===== src/hw/rtl/tqc_pkg.sv =====
// shared types and constants for the textured quad clip unit
package tqc_pkg;

  localparam int unsigned PixW   = 16;
  localparam int unsigned TexW   = 17;
  localparam int unsigned DenW   = 17;
  localparam int unsigned NumW   = 2 * DenW;
  localparam int unsigned DivDep = NumW;
  localparam int unsigned Lanes  = 4;
  localparam int unsigned Latency = DivDep + 3;

  // configuration register indexes
  typedef enum logic [1:0] {
    REG_CLIP_LEFT   = 2'd0,
    REG_CLIP_TOP    = 2'd1,
    REG_CLIP_RIGHT  = 2'd2,
    REG_CLIP_BOTTOM = 2'd3
  } reg_idx_t;

  localparam logic [PixW-1:0] ClipLeftRst   = 16'sd0;
  localparam logic [PixW-1:0] ClipTopRst    = 16'sd0;
  localparam logic [PixW-1:0] ClipRightRst  = 16'sd32767;
  localparam logic [PixW-1:0] ClipBottomRst = 16'sd32767;

  typedef struct packed {
    logic                   kind;
    logic signed [PixW-1:0] quad_left;
    logic signed [PixW-1:0] quad_top;
    logic signed [PixW-1:0] quad_right;
    logic signed [PixW-1:0] quad_bottom;
    logic [TexW-1:0]        uv_left;
    logic [TexW-1:0]        uv_top;
    logic [TexW-1:0]        uv_right;
    logic [TexW-1:0]        uv_bottom;
  } in_t;

  typedef struct packed {
    logic                   visible;
    logic signed [PixW-1:0] out_left;
    logic signed [PixW-1:0] out_top;
    logic signed [PixW-1:0] out_right;
    logic signed [PixW-1:0] out_bottom;
    logic [TexW-1:0]        out_uv_left;
    logic [TexW-1:0]        out_uv_top;
    logic [TexW-1:0]        out_uv_right;
    logic [TexW-1:0]        out_uv_bottom;
  } out_t;

  typedef struct packed {
    logic signed [PixW-1:0] left;
    logic signed [PixW-1:0] top;
    logic signed [PixW-1:0] right;
    logic signed [PixW-1:0] bottom;
  } clip_t;

  // data that rides alongside the divider lanes
  typedef struct packed {
    logic                   visible;
    logic signed [PixW-1:0] left;
    logic signed [PixW-1:0] top;
    logic signed [PixW-1:0] right;
    logic signed [PixW-1:0] bottom;
    logic [TexW-1:0]        uv_left;
    logic [TexW-1:0]        uv_top;
    logic [TexW-1:0]        uv_right;
    logic [TexW-1:0]        uv_bottom;
    logic [Lanes-1:0]       use_lerp;
    logic [Lanes-1:0]       neg;
  } side_t;

endpackage


===== src/hw/rtl/tqc_delay.sv =====
// side data and valid delay line matching the divider depth
module tqc_delay
  import tqc_pkg::*;
(
  input  logic  clk,
  input  logic  rst_n,
  input  logic  valid_i,
  input  side_t side_i,
  output logic  valid_o,
  output side_t side_o
);

  logic  v_r    [DivDep];
  side_t side_r [DivDep];

  // valid chain
  always_ff @(posedge clk) begin
    if (!rst_n) begin
      for (int i = 0; i < DivDep; i++) begin
        v_r[i] <= 1'b0;
      end
    end else begin
      v_r[0] <= valid_i;
      for (int i = 1; i < DivDep; i++) begin
        v_r[i] <= v_r[i-1];
      end
    end
  end

  // payload chain
  always_ff @(posedge clk) begin
    side_r[0] <= side_i;
    for (int i = 1; i < DivDep; i++) begin
      side_r[i] <= side_r[i-1];
    end
  end

  assign valid_o = v_r[DivDep-1];
  assign side_o  = side_r[DivDep-1];

endmodule


===== config.mk =====
export PLATFORM = sky130hd
export DESIGN_NAME = tqc_delay
export DESIGN_NICKNAME = d
export VERILOG_FILES = /design/src/hw/rtl/tqc_pkg.sv /design/src/hw/rtl/tqc_delay.sv
export SDC_FILE = /design/constraint.sdc
export NUM_CORES = 2
export LEC_CHECK = 0
export BUFFER_PORTS_ARGS = -buffer_cell sky130_fd_sc_hd__clkbuf_2
export CAP_MARGIN = 20
export CORE_ASPECT_RATIO = 1.2
export CORE_UTILIZATION = 62
export CTS_CLUSTER_DIAMETER = 80
export DETAILED_ROUTE_END_ITERATION = 7
export HOLD_SLACK_MARGIN = 0.15
export PLACE_DENSITY = 0.76
export SYNTH_ARGS = -nofsm -noshare
export SYNTH_HDL_FRONTEND = slang
export SYNTH_MEMORY_MAX_BITS = 65536
export SYNTH_SLANG_ARGS = --single-unit

===== constraint.sdc =====
create_clock -name clk -period 1.5 [get_ports clk]
set_input_delay 0.3 -clock clk [delete_from_list [all_inputs] [get_ports clk]]
set_output_delay 0.3 -clock clk [all_outputs]
set_load 0.02 [all_outputs]

==> results.sh <==
export IMPL_status="complete, but fails checks"
export IMPL_violations="negative setup slack"
export IMPL_p_per_area_mw_per_mm2=2020
export IMPL_ys_ff_latch=4828
export IMPL_power_mw=239
export IMPL_die_w_microns=363
export IMPL_drive_gt1_frac=0.176
export IMPL_antenna_found_initial=1
export IMPL_ff_latch_area_sq_mm=0.0968
export IMPL_fillers=8540
export IMPL_synthCells=4865
export IMPL_io_buffers=285
export IMPL_crit_reg2reg_launch="v_r[3]"
export IMPL_start_util=0.626
export IMPL_ant_nets=0
export IMPL_syn2layout_area_growth_pct=22.2
export IMPL_path_buf_inv=1
export IMPL_drv_slew=0
export IMPL_ys_types=3
export IMPL_worstPathRequired_ns=1.20
export IMPL_critPathCaptureType="primary output"
export IMPL_highest_layer="met4"
export IMPL_grt_use_total=0.129
export IMPL_syn_area_per_cell_sq_um=19.9
export IMPL_period_share=1.12
export IMPL_clk_latency_ns=0.92
export IMPL_via_per_inst=3.76
export IMPL_core_area_sq_mm=0.155
export IMPL_ys_seq_area_frac=0.997
export IMPL_yosysWarnings=0
export IMPL_path_cells="buf_8"
export IMPL_cts_tree="yes"
export IMPL_grt_pass1_wl_microns=165000
export IMPL_fmax_mhz=597
export IMPL_max_cap_viol_count=0
export IMPL_clock_sinks=4828
export IMPL_cts_setup_buffers=0
export IMPL_finish_utilization=0.765
export IMPL_grt_pass1_vias=33300
export IMPL_rsz0062_at_grt="true"
export IMPL_die_y_microns=435
export IMPL_timing_rr_end="v_r[4]"
export IMPL_clk_path_buf_depth=4
export IMPL_crit_fanout=1
export IMPL_relSlewSlack=0.695
export IMPL_drt_pass1_iter_count=4
export IMPL_worst_setup_path_type="flop to primary output"
export IMPL_vdd_ir_drop_max_mv=1.12
export IMPL_whs_endpoint="side_r[17][82]"
export IMPL_min_period_ns=1.68
export IMPL_crit_family="flip-flops"
export IMPL_via_count=30941
export IMPL_hold_viol_final=0
export IMPL_htreeDepth=5
export IMPL_cp_slowest_cell="dfxtp_2"
export IMPL_synth_nets=5009
export IMPL_grt_start_max_net_pins=35
export IMPL_wl_met1_microns=44400
export IMPL_hold_depth=0
export IMPL_clk_pin_slew_ns=0.07
export IMPL_wl_met2_microns=50000
export IMPL_cts_buffers=397
export IMPL_min_from="side_r[16][82]"
export IMPL_dieArea_sq_mm=0.158
export IMPL_hold_path_class="flop to flop"
export IMPL_routed_wl_microns=102000
export IMPL_wl_met3_microns=4950
export IMPL_leakagePower_nw=50.2
export IMPL_critPathArrivalTime_ns=1.38
export IMPL_finalSetupViolCount=143
export IMPL_final_cells=8224
export IMPL_worst_pin_slew_ns=0.458
export IMPL_max_stage_delay_ns=0.35
export IMPL_drc=0
export IMPL_cts_root_buf="clkbuf_16"
export IMPL_r2r_cells=1
export IMPL_dpl_hpwl_microns=38700
export IMPL_initialDrtViolationCount=1226
export IMPL_fp_row_count=158
export IMPL_setup_ws_ns=-0.175
export IMPL_overflow=0
export IMPL_wl_per_cell_microns=12.5
export IMPL_nets=5976
export IMPL_gp_congestion=0.644
export IMPL_multi_input_area_sq_um=255
export IMPL_synth_cell_area_sq_mm=0.0969
export IMPL_io_pins=286
export IMPL_reg2reg_setup_slack_ns=0.85
export IMPL_start_kind="flop"
export IMPL_skew_ns=0.0480
export IMPL_dp_cells=7227
-- through the flow --
stage	setup WS (ns)	hold WS [ns]	TNS [ns]	cell area, sq um
floorplan	0.805	0.310	0	96900
global placement	0.609	0.311	0	101000
detailed placement	0.491	0.312	0	101000
CTS	-0.285	0.281	-35.96	118000
global route	-0.271	0.281	-33.36	118000
finish	-0.175	0.282	-20.05	118000
-- registers in the layout, summed over array words and instances (netlist names) --
name,flops
side_r,4794
v_r,34
-- layout by cell type, fill, tap and decap left out, drive strengths merged --
cell | Yosys | routed
dlygate4sd3 | 0 | 286
inv | 0 | 8
clkbuf | 3 | 708
dfxtp | 4828 | 4828
and2 | 34 | 34
diode | 0 | 1
clkinvlp | 0 | 16
bufinv | 0 | 31
buf | 0 | 142
clkinv | 0 | 90
-- how the worst max path moves through the flow --
stage	endpoint	slack, ns	cells past startpoint	start
global route	side_o[65]	-0.27	1	side_r[33][65]
CTS	side_o[8]	-0.28	1	side_r[33][8]
detailed placement	v_r[18]	0.49	2	rst_n
floorplan	v_r[10]	0.80	2	rst_n
global placement	v_r[18]	0.61	2	rst_n
finish	side_o[139]	-0.18	1	side_r[33][139]
-- kinds of logic (layout without fill, tap and decap cells) --
logic type	after synthesis	count (layout)	synth area share
buffers and inverters	3	1281	0.000155
flip-flops	4828	4828	0.997
other	0	1	0
AND/OR/NAND/NOR	34	34	0.00263
-- metal layers --
layer,vias up,GRT usage
li1,16945,-
met3,260,0.0391
met4,0,0.0605
met5,-,0
met1,13070,0.148
met2,666,0.221
-- what timing repair did --
action | CTS | global route
endpoints found under the hold margin | 175 | 0
setup endpoints to repair | 142 | 142
hold buffers | 286 | 0
resized for setup | 401 | 163
pin swaps | 0 | 0
gates cloned | 0 | 0
-- synth_stat cells (all sizes together) --
| cell | count | area, sq um |
|---|---|---|
| clkbuf | 3 | 15.0 |
| dfxtp | 4828 | 96700 |
| and2 | 34 | 255 |
-- power breakdown --
part           leakage (nW)  total [mW]  internal (mW)  switching (mW)
Sequential             40.7         137            135            1.76
Combinational          2.97        1.63           1.12           0.512
Clock                  6.45         101           58.4            42.1
-- final cells by class --
cell class	count	share of cell area
Antenna cell	1	0.0000211
Clock buffer	565	0.0964
Clock inverter	145	0.0139
Multi-Input combinational cell	34	0.00215
Sequential cell	4828	0.817
Tap cell	2080	0.0220
Timing Repair Buffer	571	0.0482
Note: power is estimated with default switching activity, not from simulation.
