$ cat config.mk
export PLATFORM = sky130hd
export DESIGN_NAME = tqc_div
export DESIGN_NICKNAME = d
export VERILOG_FILES = /design/src/hw/rtl/tqc_pkg.sv /design/src/hw/rtl/tqc_div.sv
export SDC_FILE = /design/constraint.sdc
export NUM_CORES = 2
export LEC_CHECK = 0
export ABC_AREA = 1
export ABC_CLOCK_PERIOD_IN_PS = 5800
export BUFFER_PORTS_ARGS = -buffer_cell sky130_fd_sc_hd__buf_2
export CAP_MARGIN = 20
export CORE_UTILIZATION = 60
export DETAILED_ROUTE_END_ITERATION = 10
export GPL_TIMING_DRIVEN = 0
export PLACE_DENSITY_LB_ADDON = 0.12
export SETUP_SLACK_MARGIN = 0.1
export SLEW_MARGIN = 10
export SYNTH_ARGS = -nofsm -noshare
export SYNTH_HDL_FRONTEND = slang
export SYNTH_SLANG_ARGS = --single-unit
$ cat constraint.sdc
create_clock -name clk -period 5.8 [get_ports clk]
set_clock_uncertainty 0.1 [all_clocks]
set_input_delay 0.58 -clock clk [delete_from_list [all_inputs] [get_ports clk]]
set_output_delay 0.58 -clock clk [all_outputs]
set_load 0.005 [all_outputs]
$ cat src/hw/rtl/tqc_pkg.sv
// shared types and constants for the textured quad clip unit
package tqc_pkg;

  localparam int unsigned PixW   = 16;
  localparam int unsigned TexW   = 17;
  localparam int unsigned DenW   = 17;
  localparam int unsigned NumW   = 2 * DenW;
  localparam int unsigned DivDep = NumW;
  localparam int unsigned Lanes  = 4;
  localparam int unsigned Latency = DivDep + 3;

  // configuration register indexes
  typedef enum logic [1:0] {
    REG_CLIP_LEFT   = 2'd0,
    REG_CLIP_TOP    = 2'd1,
    REG_CLIP_RIGHT  = 2'd2,
    REG_CLIP_BOTTOM = 2'd3
  } reg_idx_t;

  localparam logic [PixW-1:0] ClipLeftRst   = 16'sd0;
  localparam logic [PixW-1:0] ClipTopRst    = 16'sd0;
  localparam logic [PixW-1:0] ClipRightRst  = 16'sd32767;
  localparam logic [PixW-1:0] ClipBottomRst = 16'sd32767;

  typedef struct packed {
    logic                   kind;
    logic signed [PixW-1:0] quad_left;
    logic signed [PixW-1:0] quad_top;
    logic signed [PixW-1:0] quad_right;
    logic signed [PixW-1:0] quad_bottom;
    logic [TexW-1:0]        uv_left;
    logic [TexW-1:0]        uv_top;
    logic [TexW-1:0]        uv_right;
    logic [TexW-1:0]        uv_bottom;
  } in_t;

  typedef struct packed {
    logic                   visible;
    logic signed [PixW-1:0] out_left;
    logic signed [PixW-1:0] out_top;
    logic signed [PixW-1:0] out_right;
    logic signed [PixW-1:0] out_bottom;
    logic [TexW-1:0]        out_uv_left;
    logic [TexW-1:0]        out_uv_top;
    logic [TexW-1:0]        out_uv_right;
    logic [TexW-1:0]        out_uv_bottom;
  } out_t;

  typedef struct packed {
    logic signed [PixW-1:0] left;
    logic signed [PixW-1:0] top;
    logic signed [PixW-1:0] right;
    logic signed [PixW-1:0] bottom;
  } clip_t;

  // data that rides alongside the divider lanes
  typedef struct packed {
    logic                   visible;
    logic signed [PixW-1:0] left;
    logic signed [PixW-1:0] top;
    logic signed [PixW-1:0] right;
    logic signed [PixW-1:0] bottom;
    logic [TexW-1:0]        uv_left;
    logic [TexW-1:0]        uv_top;
    logic [TexW-1:0]        uv_right;
    logic [TexW-1:0]        uv_bottom;
    logic [Lanes-1:0]       use_lerp;
    logic [Lanes-1:0]       neg;
  } side_t;

endpackage

$ cat src/hw/rtl/tqc_div.sv
// pipelined restoring divider lane, one quotient bit per stage
module tqc_div
  import tqc_pkg::*;
(
  input  logic            clk,
  input  logic [NumW-1:0] num_i,
  input  logic [DenW-1:0] den_i,
  output logic [TexW-1:0] quo_o
);

  logic [DenW-1:0] rem_s [DivDep+1];
  logic [NumW-1:0] low_s [DivDep+1];
  logic [TexW-1:0] quo_s [DivDep+1];
  logic [DenW-1:0] den_s [DivDep+1];

  // entry: remainder starts empty, the whole dividend is shifted in
  always_comb begin
    rem_s[0] = '0;
    low_s[0] = num_i;
    quo_s[0] = '0;
    den_s[0] = den_i;
  end

  for (genvar i = 0; i < DivDep; i++) begin : g_stage
    logic [DenW:0] trial;
    logic          ge;

    // shift in one dividend bit and try the subtract
    always_comb begin
      trial = {rem_s[i], low_s[i][NumW-1]};
      ge    = trial >= {1'b0, den_s[i]};
    end

    // low quotient bits are kept, the result wraps at the texture width
    always_ff @(posedge clk) begin
      rem_s[i+1] <= ge ? DenW'(trial - {1'b0, den_s[i]}) : trial[DenW-1:0];
      low_s[i+1] <= {low_s[i][NumW-2:0], 1'b0};
      quo_s[i+1] <= {quo_s[i][TexW-2:0], ge};
      den_s[i+1] <= den_s[i];
    end
  end

  assign quo_o = quo_s[DivDep];

endmodule

==> impl_summary.log <==
[metrics] run status: finished clean
[metrics] routed wire length: 193800 um
[metrics] top achievable clock speed: 398.9 MHz
[metrics] number of remaining DRC errors: 0
[metrics] routability congestion estimate: 0.9300
[metrics] synthesized net count: 11800
[metrics] switching power: 18.60 mW
[metrics] total grt overflow: 0
[metrics] Routed Antenna Nets: 0
[metrics] class of the tightest hold or removal check: reg2reg
[metrics] overall fraction of global-route tracks in use: 0.2782
[metrics] power density over the cells: 516.3 mW/mm2
[metrics] clock share of power: 0.253
[metrics] mean cell area of the mapped netlist: 7.369 um2
[metrics] max-slew violation count: 0
[metrics] proportion of synthesized chip area in sequential cells: 0.4474
[metrics] Reg2Reg Setup Slack: 3.29 ns
[metrics] max-cap violation count: 0
[metrics] FP Rows: 135
[metrics] share of post-route cells with drive strength above 1: 0.06503
[metrics] antenna violations before repair: 1
[metrics] IR Drop Worst-Case VDD: 335.8 uV
[metrics] sum of net half-perimeters after detailed placement: 151300 um
[metrics] Setup-failing EPs final: 0
[metrics] RSZ-0062 raised after global routing: false
[metrics] destination of the worst register-to-register timing path: g_stage[24].trial[9]$_DFF_P_
[metrics] DRT Pass-1 Iters: 6
[metrics] number of global-route vias before repair: 61290
[metrics] clk slew on worst S/H paths: 0.07 ns
[metrics] Syn. warnings: 0
[metrics] count of final hold-check violations: 0
[metrics] Gate power share: 0.394
[metrics] Buffers on Ports: 68
[metrics] CTS sink count: 1836
[metrics] fraction of synthesized cell area taken by the top area cell type: 0.4474
[metrics] cell type contributing the most total cell area after synthesis: dfxtp_1
[metrics] beginning of the worst register-to-register path: g_stage[23].trial[0]$_DFF_P_
[metrics] first-pass GRT wire length: 310300 um
[metrics] number of register bits inferred by synthesis: 1836
[metrics] Critical Path Slowest Stage Cell: fa_1
[metrics] Post-synth EDFFs: 0
[metrics] Routed wire per std cell: 14.49 um
[metrics] post-synth cell types: 44
[metrics] Worst Path Class, Setup: reg2reg
[metrics] leakage power: 51.80 nW
[metrics] violation count after the first detailed-route iteration: 4654
[metrics] total clock buffers created by CTS: 176
[metrics] CP peak stage delay: 0.41 ns
[metrics] critical path capture point: g_stage[24].trial[9]$_DFF_P_
[metrics] setup_tns: 0 ns
[metrics] Sequential Power Share: 0.353
[metrics] Pint: 28.64 mW
[metrics] Vias per Instance: 4.903
[metrics] CP Cell Sequence: inv_1, ha_1, inv_1, fa_1, nand2_1, nand2_1, nand3b_1, nand2_2, nand2_1, nand2_2, nand2_4, nand2_4, buf_6, nand2_1, nand2_1
[metrics] # H-tree levels: 4
[metrics] data arrival time of the critical path: 3.08 ns
[metrics] num ports: 69
[metrics] post-synthesis async set-or-reset flop share: 0
[metrics] measured slew at the worst slew-check pin: 0.8066 ns
[metrics] area delta synth->final: 11.36%
[metrics] Post-CTS Resized: 0
[metrics] switching portion of total power: 0.3937
[metrics] core region area: 0.1356 mm2
[metrics] final critical path time including I/O delays and setup: 2.507 ns
[metrics] Setup crit start: g_stage[23].trial[0]$_DFF_P_
[metrics] Post-Synthesis Cell Area: 0.08216 mm2
[metrics] Chip Height: 372.0 um
[metrics] main area contributors after synthesis: dfxtp_1 (45%), nand2_1 (19%), inv_1 (9.5%)
[metrics] critical path launch point type: flop
[metrics] required arrival time at the worst endpoint: 6.37 ns
[metrics] cell at the root of the clock tree: clkbuf_16
[metrics] number of nets in the layout: 12090
[metrics] Critical Path End Type: flop
[metrics] crit-path max FO: 10
[metrics] effective utilization at floorplan: 0.6057
[metrics] area enclosed by the die boundary: 0.1384 mm2
[metrics] cell type with the highest occurrence count on the critical path: nand2_1
[metrics] Slew headroom: 0.4573
[metrics] number of buffers on the longest clock path: 3
[metrics] maximum number of pins on one net before global-route repair: 17
[metrics] portion of the clock cycle consumed by the worst path in the final layout: 0.4322
[metrics] Die W: 372.0 um
[metrics] R2R cell count: 15
[metrics] worst-skew pair later-pin latency: 0.82 ns
[metrics] synthesized netlist cell count: 11150
[metrics] count of vias placed by the detailed router: 65590
[metrics] total power: 47.23 mW
[metrics] Post-synth top flop: dfxtp_1
[metrics] TritonCTS clock tree: yes
## flip-flops by register name, indices dropped and copies added, names as in the netlist
signal         cells
g_stage.trial    594
den_s            561
low_s            528
quo_s            136
quo_o             17
## critical path: cells and delay by family, from the launching register on
family                     cells  cell delay (ns)
DFF                            1             0.37
and+or+nand+nor               10             1.00
adders and majority gates      2             0.55
buffers and inverters          3             0.34
## timing repair
item                                    CTS  global route
endpoints found under the hold margin    51             0
setup buffers                             0             0
hold buffers                             51             0
endpoints found under the setup margin    0             0
## worst min path at each step
stage	from	end	slack, ns	cells past startpoint
final	low_s[803]$_DFF_P_	low_s[770]$_DFF_P_	0.22	0
after global routing	low_s[1146]$_DFF_P_	low_s[1113]$_DFF_P_	0.23	0
after CTS	low_s[991]$_DFF_P_	low_s[958]$_DFF_P_	0.22	0
after detailed placement	low_s[406]$_DFF_P_	g_stage[24].trial[0]$_DFF_P_	0.21	0
after global placement	low_s[431]$_DFF_P_	low_s[398]$_DFF_P_	0.21	0
after floorplan	low_s[882]$_DFF_P_	g_stage[10].trial[0]$_DFF_P_	0.21	0
## kinds of logic after synthesis
group,after synthesis,synth area share
simple gates,5955,0.3073
buf+inv,2218,0.1082
flops,1836,0.4474
fa+ha+maj,595,0.09354
compound gates,334,0.02115
xor+xnor,210,0.02239
## per-stage QoR
step / hold WS, ns / std cells / setup WS, ns / utilization / instance area [um2]
after floorplan: 0.2096 / 11150 / 3.825 / - / 82160
after global placement: 0.2095 / 13000 / 3.342 / 0.6246 / 84720
after detailed placement: 0.2121 / 13000 / 3.343 / 0.6246 / 84720
after CTS: 0.2226 / 13380 / 3.307 / 0.6745 / 91480
after global routing: 0.2271 / 13380 / 3.107 / 0.6745 / 91480
final: 0.2195 / 13380 / 3.293 / 0.6745 / 91490
## cell usage after synthesis, types with 23 or more instances
library cell / n
nor2_1: 445
nor2_2: 26
inv_1: 2084
and2_1: 23
xnor2_1: 31
nand4_1: 56
ha_1: 563
nor3_1: 85
a21oi_1: 293
nand3_1: 718
nand2_1: 4228
fa_1: 32
xor2_1: 179
buf_4: 49
nand2_2: 92
dfxtp_1: 1836
or2_1: 26
buf_6: 38
nand3b_1: 114
nand2_4: 43
or2_2: 34
## layer usage
metal | up-vias | GRT usage | part of all wire
met5 | - | 0 | 0
met4 | 0 | 0.07511 | 0.023
met3 | 317 | 0.03639 | 0.053
met2 | 1590 | 0.4595 | 0.45
met1 | 29370 | 0.3808 | 0.47
li1 | 34310 | - | -
## power by group through the flow
stage | logic (mW) | registers, mW | clock network, mW
final | 18.6 | 16.7 | 12.0
after global routing | 21.2 | 16.9 | 12.7
after CTS | 18.5 | 16.7 | 12.2
after detailed placement | 18.3 | 16.9 | 0
after global placement | 18.0 | 16.9 | 0
after floorplan | 14.2 | 16.2 | 0
## cell usage in the layout (no fill, tap or decap), drive strengths merged, types with 12 or more instances in the layout
master,instances
buf,172
ha,563
fa,32
nor3,92
nand4,56
nand3,720
and3,12
dfxtp,1836
nand3b,114
clkinvlp,16
clkbuf,229
nor4,19
nand2,4365
o21ai,26
xor2,179
a21oi,298
inv,2132
dlygate4sd3,51
and2,23
or2,67
xnor2,31
clkinv,48
bufinv,16
nor2,486
## final cells by class
cell class	count	area (um2)
antenna	2	5.005
buffer	105	929.6
clock buffer	228	4941
clock inverter	99	1305
fill	11720	44150
inverter	2113	7959
multi-input combinational	7094	36510
sequential	1836	36760
tap	1781	2228
timing repair buffer	119	850.8
Power figures use the tool's default switching activity.
