<file path="src/hw/rtl/tqc_pkg.sv">
// shared types and constants for the textured quad clip unit
package tqc_pkg;

  localparam int unsigned PixW   = 16;
  localparam int unsigned TexW   = 17;
  localparam int unsigned DenW   = 17;
  localparam int unsigned NumW   = 2 * DenW;
  localparam int unsigned DivDep = NumW;
  localparam int unsigned Lanes  = 4;
  localparam int unsigned Latency = DivDep + 3;

  // configuration register indexes
  typedef enum logic [1:0] {
    REG_CLIP_LEFT   = 2'd0,
    REG_CLIP_TOP    = 2'd1,
    REG_CLIP_RIGHT  = 2'd2,
    REG_CLIP_BOTTOM = 2'd3
  } reg_idx_t;

  localparam logic [PixW-1:0] ClipLeftRst   = 16'sd0;
  localparam logic [PixW-1:0] ClipTopRst    = 16'sd0;
  localparam logic [PixW-1:0] ClipRightRst  = 16'sd32767;
  localparam logic [PixW-1:0] ClipBottomRst = 16'sd32767;

  typedef struct packed {
    logic                   kind;
    logic signed [PixW-1:0] quad_left;
    logic signed [PixW-1:0] quad_top;
    logic signed [PixW-1:0] quad_right;
    logic signed [PixW-1:0] quad_bottom;
    logic [TexW-1:0]        uv_left;
    logic [TexW-1:0]        uv_top;
    logic [TexW-1:0]        uv_right;
    logic [TexW-1:0]        uv_bottom;
  } in_t;

  typedef struct packed {
    logic                   visible;
    logic signed [PixW-1:0] out_left;
    logic signed [PixW-1:0] out_top;
    logic signed [PixW-1:0] out_right;
    logic signed [PixW-1:0] out_bottom;
    logic [TexW-1:0]        out_uv_left;
    logic [TexW-1:0]        out_uv_top;
    logic [TexW-1:0]        out_uv_right;
    logic [TexW-1:0]        out_uv_bottom;
  } out_t;

  typedef struct packed {
    logic signed [PixW-1:0] left;
    logic signed [PixW-1:0] top;
    logic signed [PixW-1:0] right;
    logic signed [PixW-1:0] bottom;
  } clip_t;

  // data that rides alongside the divider lanes
  typedef struct packed {
    logic                   visible;
    logic signed [PixW-1:0] left;
    logic signed [PixW-1:0] top;
    logic signed [PixW-1:0] right;
    logic signed [PixW-1:0] bottom;
    logic [TexW-1:0]        uv_left;
    logic [TexW-1:0]        uv_top;
    logic [TexW-1:0]        uv_right;
    logic [TexW-1:0]        uv_bottom;
    logic [Lanes-1:0]       use_lerp;
    logic [Lanes-1:0]       neg;
  } side_t;

endpackage

</file>
<file path="src/hw/rtl/tqc_front.sv">
// edge tests, clamp and interpolation products (two register stages)
module tqc_front
  import tqc_pkg::*;
(
  input  logic                  clk,
  input  logic                  rst_n,
  input  logic                  in_valid,
  input  in_t                   in_item,
  input  clip_t                 clip,
  output logic                  valid_o,
  output side_t                 side_o,
  output logic [NumW-1:0]       num_o [Lanes],
  output logic [DenW-1:0]       den_o [Lanes]
);

  logic signed [PixW:0] a_c [Lanes];
  logic signed [PixW:0] sph_c, spv_c;
  logic signed [TexW:0] dh_c, dv_c;
  logic lt_l, gt_l, lt_r, gt_r, lt_t, gt_t, lt_b, gt_b;
  side_t side_c;

  // stage one logic: compares and differences
  always_comb begin
    a_c[0] = {clip.left[PixW-1], clip.left} - {in_item.quad_left[PixW-1], in_item.quad_left};
    a_c[1] = {clip.right[PixW-1], clip.right} - {in_item.quad_left[PixW-1], in_item.quad_left};
    a_c[2] = {clip.top[PixW-1], clip.top} - {in_item.quad_top[PixW-1], in_item.quad_top};
    a_c[3] = {clip.bottom[PixW-1], clip.bottom} - {in_item.quad_top[PixW-1], in_item.quad_top};
    sph_c = {in_item.quad_right[PixW-1], in_item.quad_right}
          - {in_item.quad_left[PixW-1], in_item.quad_left};
    spv_c = {in_item.quad_bottom[PixW-1], in_item.quad_bottom}
          - {in_item.quad_top[PixW-1], in_item.quad_top};
    dh_c = {1'b0, in_item.uv_right} - {1'b0, in_item.uv_left};
    dv_c = {1'b0, in_item.uv_bottom} - {1'b0, in_item.uv_top};
    lt_l = in_item.quad_left < clip.left;
    gt_l = in_item.quad_left > clip.right;
    lt_r = in_item.quad_right < clip.left;
    gt_r = in_item.quad_right > clip.right;
    lt_t = in_item.quad_top < clip.top;
    gt_t = in_item.quad_top > clip.bottom;
    lt_b = in_item.quad_bottom < clip.top;
    gt_b = in_item.quad_bottom > clip.bottom;

    side_c = '0;
    side_c.uv_left   = in_item.uv_left;
    side_c.uv_top    = in_item.uv_top;
    side_c.uv_right  = in_item.uv_right;
    side_c.uv_bottom = in_item.uv_bottom;
    if (in_item.kind) begin
      // highlight clamp, start bound wins
      side_c.visible = 1'b1;
      side_c.left   = lt_l ? clip.left : (gt_l ? clip.right : in_item.quad_left);
      side_c.right  = lt_r ? clip.left : (gt_r ? clip.right : in_item.quad_right);
      side_c.top    = lt_t ? clip.top : (gt_t ? clip.bottom : in_item.quad_top);
      side_c.bottom = lt_b ? clip.top : (gt_b ? clip.bottom : in_item.quad_bottom);
    end else begin
      side_c.visible = !((!lt_l && gt_l) || lt_r || (!lt_t && gt_t) || lt_b);
      side_c.left   = lt_l ? clip.left : in_item.quad_left;
      side_c.right  = (!lt_r && gt_r) ? clip.right : in_item.quad_right;
      side_c.top    = lt_t ? clip.top : in_item.quad_top;
      side_c.bottom = (!lt_b && gt_b) ? clip.bottom : in_item.quad_bottom;
      side_c.use_lerp[0] = lt_l && (sph_c != '0);
      side_c.use_lerp[1] = !lt_r && gt_r && (sph_c != '0);
      side_c.use_lerp[2] = lt_t && (spv_c != '0);
      side_c.use_lerp[3] = !lt_b && gt_b && (spv_c != '0);
    end
  end

  logic                 v1_r;
  side_t                side1_r;
  logic [PixW:0]        a1_r [Lanes];
  logic [PixW:0]        sph1_r, spv1_r;
  logic signed [TexW:0] dh1_r, dv1_r;

  // stage one registers
  always_ff @(posedge clk) begin
    if (!rst_n) begin
      v1_r <= 1'b0;
    end else begin
      v1_r <= in_valid;
    end
    side1_r <= side_c;
    for (int i = 0; i < Lanes; i++) begin
      a1_r[i] <= a_c[i];
    end
    sph1_r <= sph_c;
    spv1_r <= spv_c;
    dh1_r  <= dh_c;
    dv1_r  <= dv_c;
  end

  logic [TexW:0]   mh_full, mv_full;
  logic [DenW-1:0] mh_c, mv_c;
  logic [PixW:0]   am_c [Lanes];
  side_t           side2_c;

  // magnitudes of the offsets and texture deltas, sign of each product
  always_comb begin
    mh_full = dh1_r[TexW] ? -dh1_r : dh1_r;
    mv_full = dv1_r[TexW] ? -dv1_r : dv1_r;
    mh_c = mh_full[DenW-1:0];
    mv_c = mv_full[DenW-1:0];
    for (int i = 0; i < Lanes; i++) begin
      am_c[i] = a1_r[i][PixW] ? -a1_r[i] : a1_r[i];
    end
    side2_c = side1_r;
    side2_c.neg = {a1_r[3][PixW] ^ dv1_r[TexW], a1_r[2][PixW] ^ dv1_r[TexW],
                   a1_r[1][PixW] ^ dh1_r[TexW], a1_r[0][PixW] ^ dh1_r[TexW]};
  end

  // stage two registers: products into the divider
  always_ff @(posedge clk) begin
    if (!rst_n) begin
      valid_o <= 1'b0;
    end else begin
      valid_o <= v1_r;
    end
    side_o <= side2_c;
    num_o[0] <= NumW'(am_c[0]) * NumW'(mh_c);
    num_o[1] <= NumW'(am_c[1]) * NumW'(mh_c);
    num_o[2] <= NumW'(am_c[2]) * NumW'(mv_c);
    num_o[3] <= NumW'(am_c[3]) * NumW'(mv_c);
    den_o[0] <= sph1_r[DenW-1:0];
    den_o[1] <= sph1_r[DenW-1:0];
    den_o[2] <= spv1_r[DenW-1:0];
    den_o[3] <= spv1_r[DenW-1:0];
  end

endmodule

</file>
<file path="config.mk">
export PLATFORM = sky130hd
export DESIGN_NAME = tqc_front
export DESIGN_NICKNAME = d
export VERILOG_FILES = /design/src/hw/rtl/tqc_pkg.sv /design/src/hw/rtl/tqc_front.sv
export SDC_FILE = /design/constraint.sdc
export NUM_CORES = 2
export LEC_CHECK = 0
export ABC_AREA = 1
export BUFFER_PORTS_ARGS = -buffer_cell sky130_fd_sc_hd__buf_2
export CAP_MARGIN = 20
export CORE_UTILIZATION = 30
export CTS_BUF_LIST = sky130_fd_sc_hd__clkbuf_8
export CTS_CLUSTER_DIAMETER = 200
export CTS_CLUSTER_SIZE = 20
export DETAILED_ROUTE_END_ITERATION = 10
export HOLD_SLACK_MARGIN = 0.02
export PLACE_DENSITY = 0.45
export SETUP_SLACK_MARGIN = 0.5
export SLEW_MARGIN = 20
export SYNTH_ARGS = -nofsm -noshare
export SYNTH_HDL_FRONTEND = slang
export SYNTH_SLANG_ARGS = --single-unit
export TNS_END_PERCENT = 50
</file>
<file path="constraint.sdc">
create_clock -name clk -period 14.95 [get_ports clk]
set_input_delay 0.7475 -clock clk [delete_from_list [all_inputs] [get_ports clk]]
set_output_delay 0.7475 -clock clk [all_outputs]
set_load 0.02 [all_outputs]
</file>
==> results.sh <==
export IMPL_status="completed"
export IMPL_root_buffer="clkbuf_8"
export IMPL_post_cts_buffers=0
export IMPL_setup_viol=0
export IMPL_crit_top_cell="fa_1"
export IMPL_cts_sinks=588
export IMPL_cts_resized=0
export IMPL_r2r_start="dv1_r[0]$_DFF_P_"
export IMPL_dr_pass1_iters=6
export IMPL_globalRouteOverflowTotal=0
export IMPL_cts_clk_slew_worst_paths_ns=0.14
export IMPL_cts_buffers_inserted=37
export IMPL_syn_area_per_cell_sq_um=7.88
export IMPL_synth_warnings=0
export IMPL_place_hpwl_mm=190
export IMPL_vias=52600
export IMPL_place_congestion=0.931
export IMPL_synth_edf_count=0
export IMPL_cpPeakStageDelay_ns=0.92
export IMPL_hp_class="primary input to flip-flop"
export IMPL_final_common_cell="nand2_1"
export IMPL_ant_nets=0
export IMPL_die_width_um=463
export IMPL_stdcell_count=11400
export IMPL_synth_cell_type_count=57
export IMPL_finalCritPeriodShare_pct=56.5
export IMPL_cts_tree="done"
export IMPL_slew_viol_final=0
export IMPL_grt_max_degree=56
export IMPL_arrival_ns=9.15
export IMPL_grt_pass1_vias=55300
export IMPL_async_flop_share_pct=0
export IMPL_nNetsFinal=10300
export IMPL_fin_tns_setup_ns=0
export IMPL_startpoint_type="flip-flop"
export IMPL_fin_skew_ns=0.0685
export IMPL_setup_worst_path_start="dv1_r[0]$_DFF_P_"
export IMPL_syn_area_sq_mm=0.0638
export IMPL_drt_iter0_drc=3238
export IMPL_grt_pass1_wl_mm=350
export IMPL_coreArea_sq_mm=0.210
export IMPL_critPathKind="flip-flop to flip-flop"
export IMPL_antenna_found_initial=43
export IMPL_cp_max_fo=29
export IMPL_hp_start="in_item[10]"
export IMPL_layout_common_cells="nand2_1, inv_1, fa_1, ha_1, nor2_1"
export IMPL_tightest_slew_ns=1.17
export IMPL_start_util_pct=30.3
export IMPL_vias_per_cell=4.61
export IMPL_drive_gt1_share_pct=8.68
export IMPL_fmax_mhz=118
export IMPL_port_buffers=545
export IMPL_synth_cells=8086
export IMPL_area_growth_pct=10.9
export IMPL_rows=168
export IMPL_cts_hold_buffers=54
export IMPL_cpMaxStageDelayCell="clkinv_1"
export IMPL_period_needed_ns=8.44
export IMPL_relSlewSlack_pct=22.2
export IMPL_syn_nets=9824
export IMPL_drv_cap=0
export IMPL_worstSetupEndpointType="flip-flop"
export IMPL_dp_cells=11300
export IMPL_ys_seq_area_share_pct=18.5
export IMPL_wirelength_mm=230
export IMPL_h_tree_depth=2
export IMPL_hold_viol_final=0
export IMPL_grt_use_total_pct=21.4
export IMPL_clock_path_buffers=3
export IMPL_drc=0
export IMPL_die_h_um=463
export IMPL_dieArea_sq_mm=0.214
export IMPL_synth_top_flop_cell="dfxtp_1"
export IMPL_clk_latency_ns=0.83
export IMPL_routedWlPerCell_um=20.2
export IMPL_num_io_pins=546
export IMPL_rsz0062_at_grt="no"
export IMPL_crit_required_ns=15.66
export IMPL_ys_ff_latch=588
[cells in the mapped netlist, types with 5 or more instances]
cell type | number | area share (%)
ha_1 | 634 | 12
a21oi_1 | 290 | 2.3
nor2_1 | 611 | 3.6
buf_1 | 5 | 0.029
a21o_1 | 32 | 0.38
o21ai_1 | 18 | 0.14
buf_4 | 42 | 0.49
nor4_1 | 11 | 0.11
o21ai_0 | 182 | 1.4
a21boi_0 | 11 | 0.13
o211ai_1 | 7 | 0.082
nand2_1 | 1911 | 11
inv_2 | 13 | 0.077
nand4_1 | 65 | 0.64
xor2_1 | 166 | 2.3
nor3_1 | 57 | 0.45
or2_2 | 21 | 0.21
a31oi_1 | 16 | 0.16
nor2_2 | 5 | 0.049
clkinv_1 | 6 | 0.035
nand2_2 | 10 | 0.098
buf_2 | 75 | 0.59
o31ai_1 | 5 | 0.059
nand3_1 | 233 | 1.8
fa_1 | 904 | 28
inv_1 | 1865 | 11
dfxtp_1 | 588 | 18
xnor2_1 | 84 | 1.2
nand3b_1 | 30 | 0.35
clkbuf_1 | 98 | 0.58
buf_6 | 5 | 0.088
nor3_2 | 9 | 0.14
o21a_1 | 11 | 0.13
o21bai_1 | 21 | 0.25
[logic make-up (layout without fill, tap and decap cells)]
group	count (synthesis)	after routing	share of synthesized area [%]
DFF	588	588	18.5
other	0	40	0
xor gates and xnor gates	254	254	3.54
adders and majority gates	1538	1538	40.8
buffers and inverters	2112	2589	12.9
AOI/OAI and AO/OA	613	613	5.31
and+or+nand+nor	2981	2981	19.0
[flip-flops by register name (all words and copies together) (netlist names), 17 cells and up]
| register | flops |
|---|---|
| side1_r | 137 |
| num_o | 136 |
| side_o | 141 |
| a1_r | 68 |
| spv1_r | 17 |
| dv1_r | 18 |
| den_o | 34 |
| sph1_r | 17 |
| dh1_r | 18 |
[final cells by class]
cell class / count / area [sq um]
fill: 22600 / 140000
timing repair buffer: 657 / 3700
antenna: 40 / 100
clock inverter: 7 / 71.3
sequential: 588 / 11800
clock buffer: 39 / 537
tap: 2805 / 3510
multi-input combinational: 5386 / 43900
inverter: 1886 / 7080
[metrics by stage]
stage | cell area (sq um) | hold WS, ns | utilization (%) | setup slack (ns)
after global routing | 70700 | 0.0438 | 33.6 | 6.03
after CTS | 70600 | 0.0210 | 33.6 | 6.87
after floorplan | 63800 | 0.310 | - | 8.29
final | 70700 | 0.118 | 33.6 | 6.51
after detailed placement | 69400 | 0.312 | 33.0 | 6.86
after global placement | 69400 | 0.310 | 33.0 | 6.93
[critical path: cells and delay by family, from the launching register on]
| family | cells | cell delay [ns] |
|---|---|---|
| AO/OA/AOI/OAI | 5 | 1.13 |
| XOR/XNOR | 2 | 0.66 |
| adder cells (fa/ha/maj) | 7 | 3.18 |
| buffers and inverters | 9 | 2.20 |
| flip-flops | 1 | 0.33 |
| AND/OR/NAND/NOR | 4 | 0.81 |
[per-layer routing]
layer / vias up / wire length [um] / part of all wire, % / GRT usage (%)
li1: 25000 / - / - / -
met1: 25900 / 102000 / 44 / 28.0
met2: 1424 / 108000 / 47 / 36.4
met3: 283 / 11800 / 5.1 / 2.82
met4: 14 / 8590 / 3.7 / 7.02
met5: - / 85 / 0.037 / 0
[worst paths after layout]
kind,to,slack (ns),cells past startpoint
hold / removal,side1_r[18]$_DFF_P_,0.12,1
setup reg to reg,num_o[25]$_DFF_P_,6.51,27
setup / recovery,num_o[25]$_DFF_P_,6.51,27
hold reg to reg,den_o[22]$_DFF_P_,0.32,0
Power is left out: the tool's default activity adds up to more than one toggle a clock period on the data nets, which glitch-free logic cannot reach.
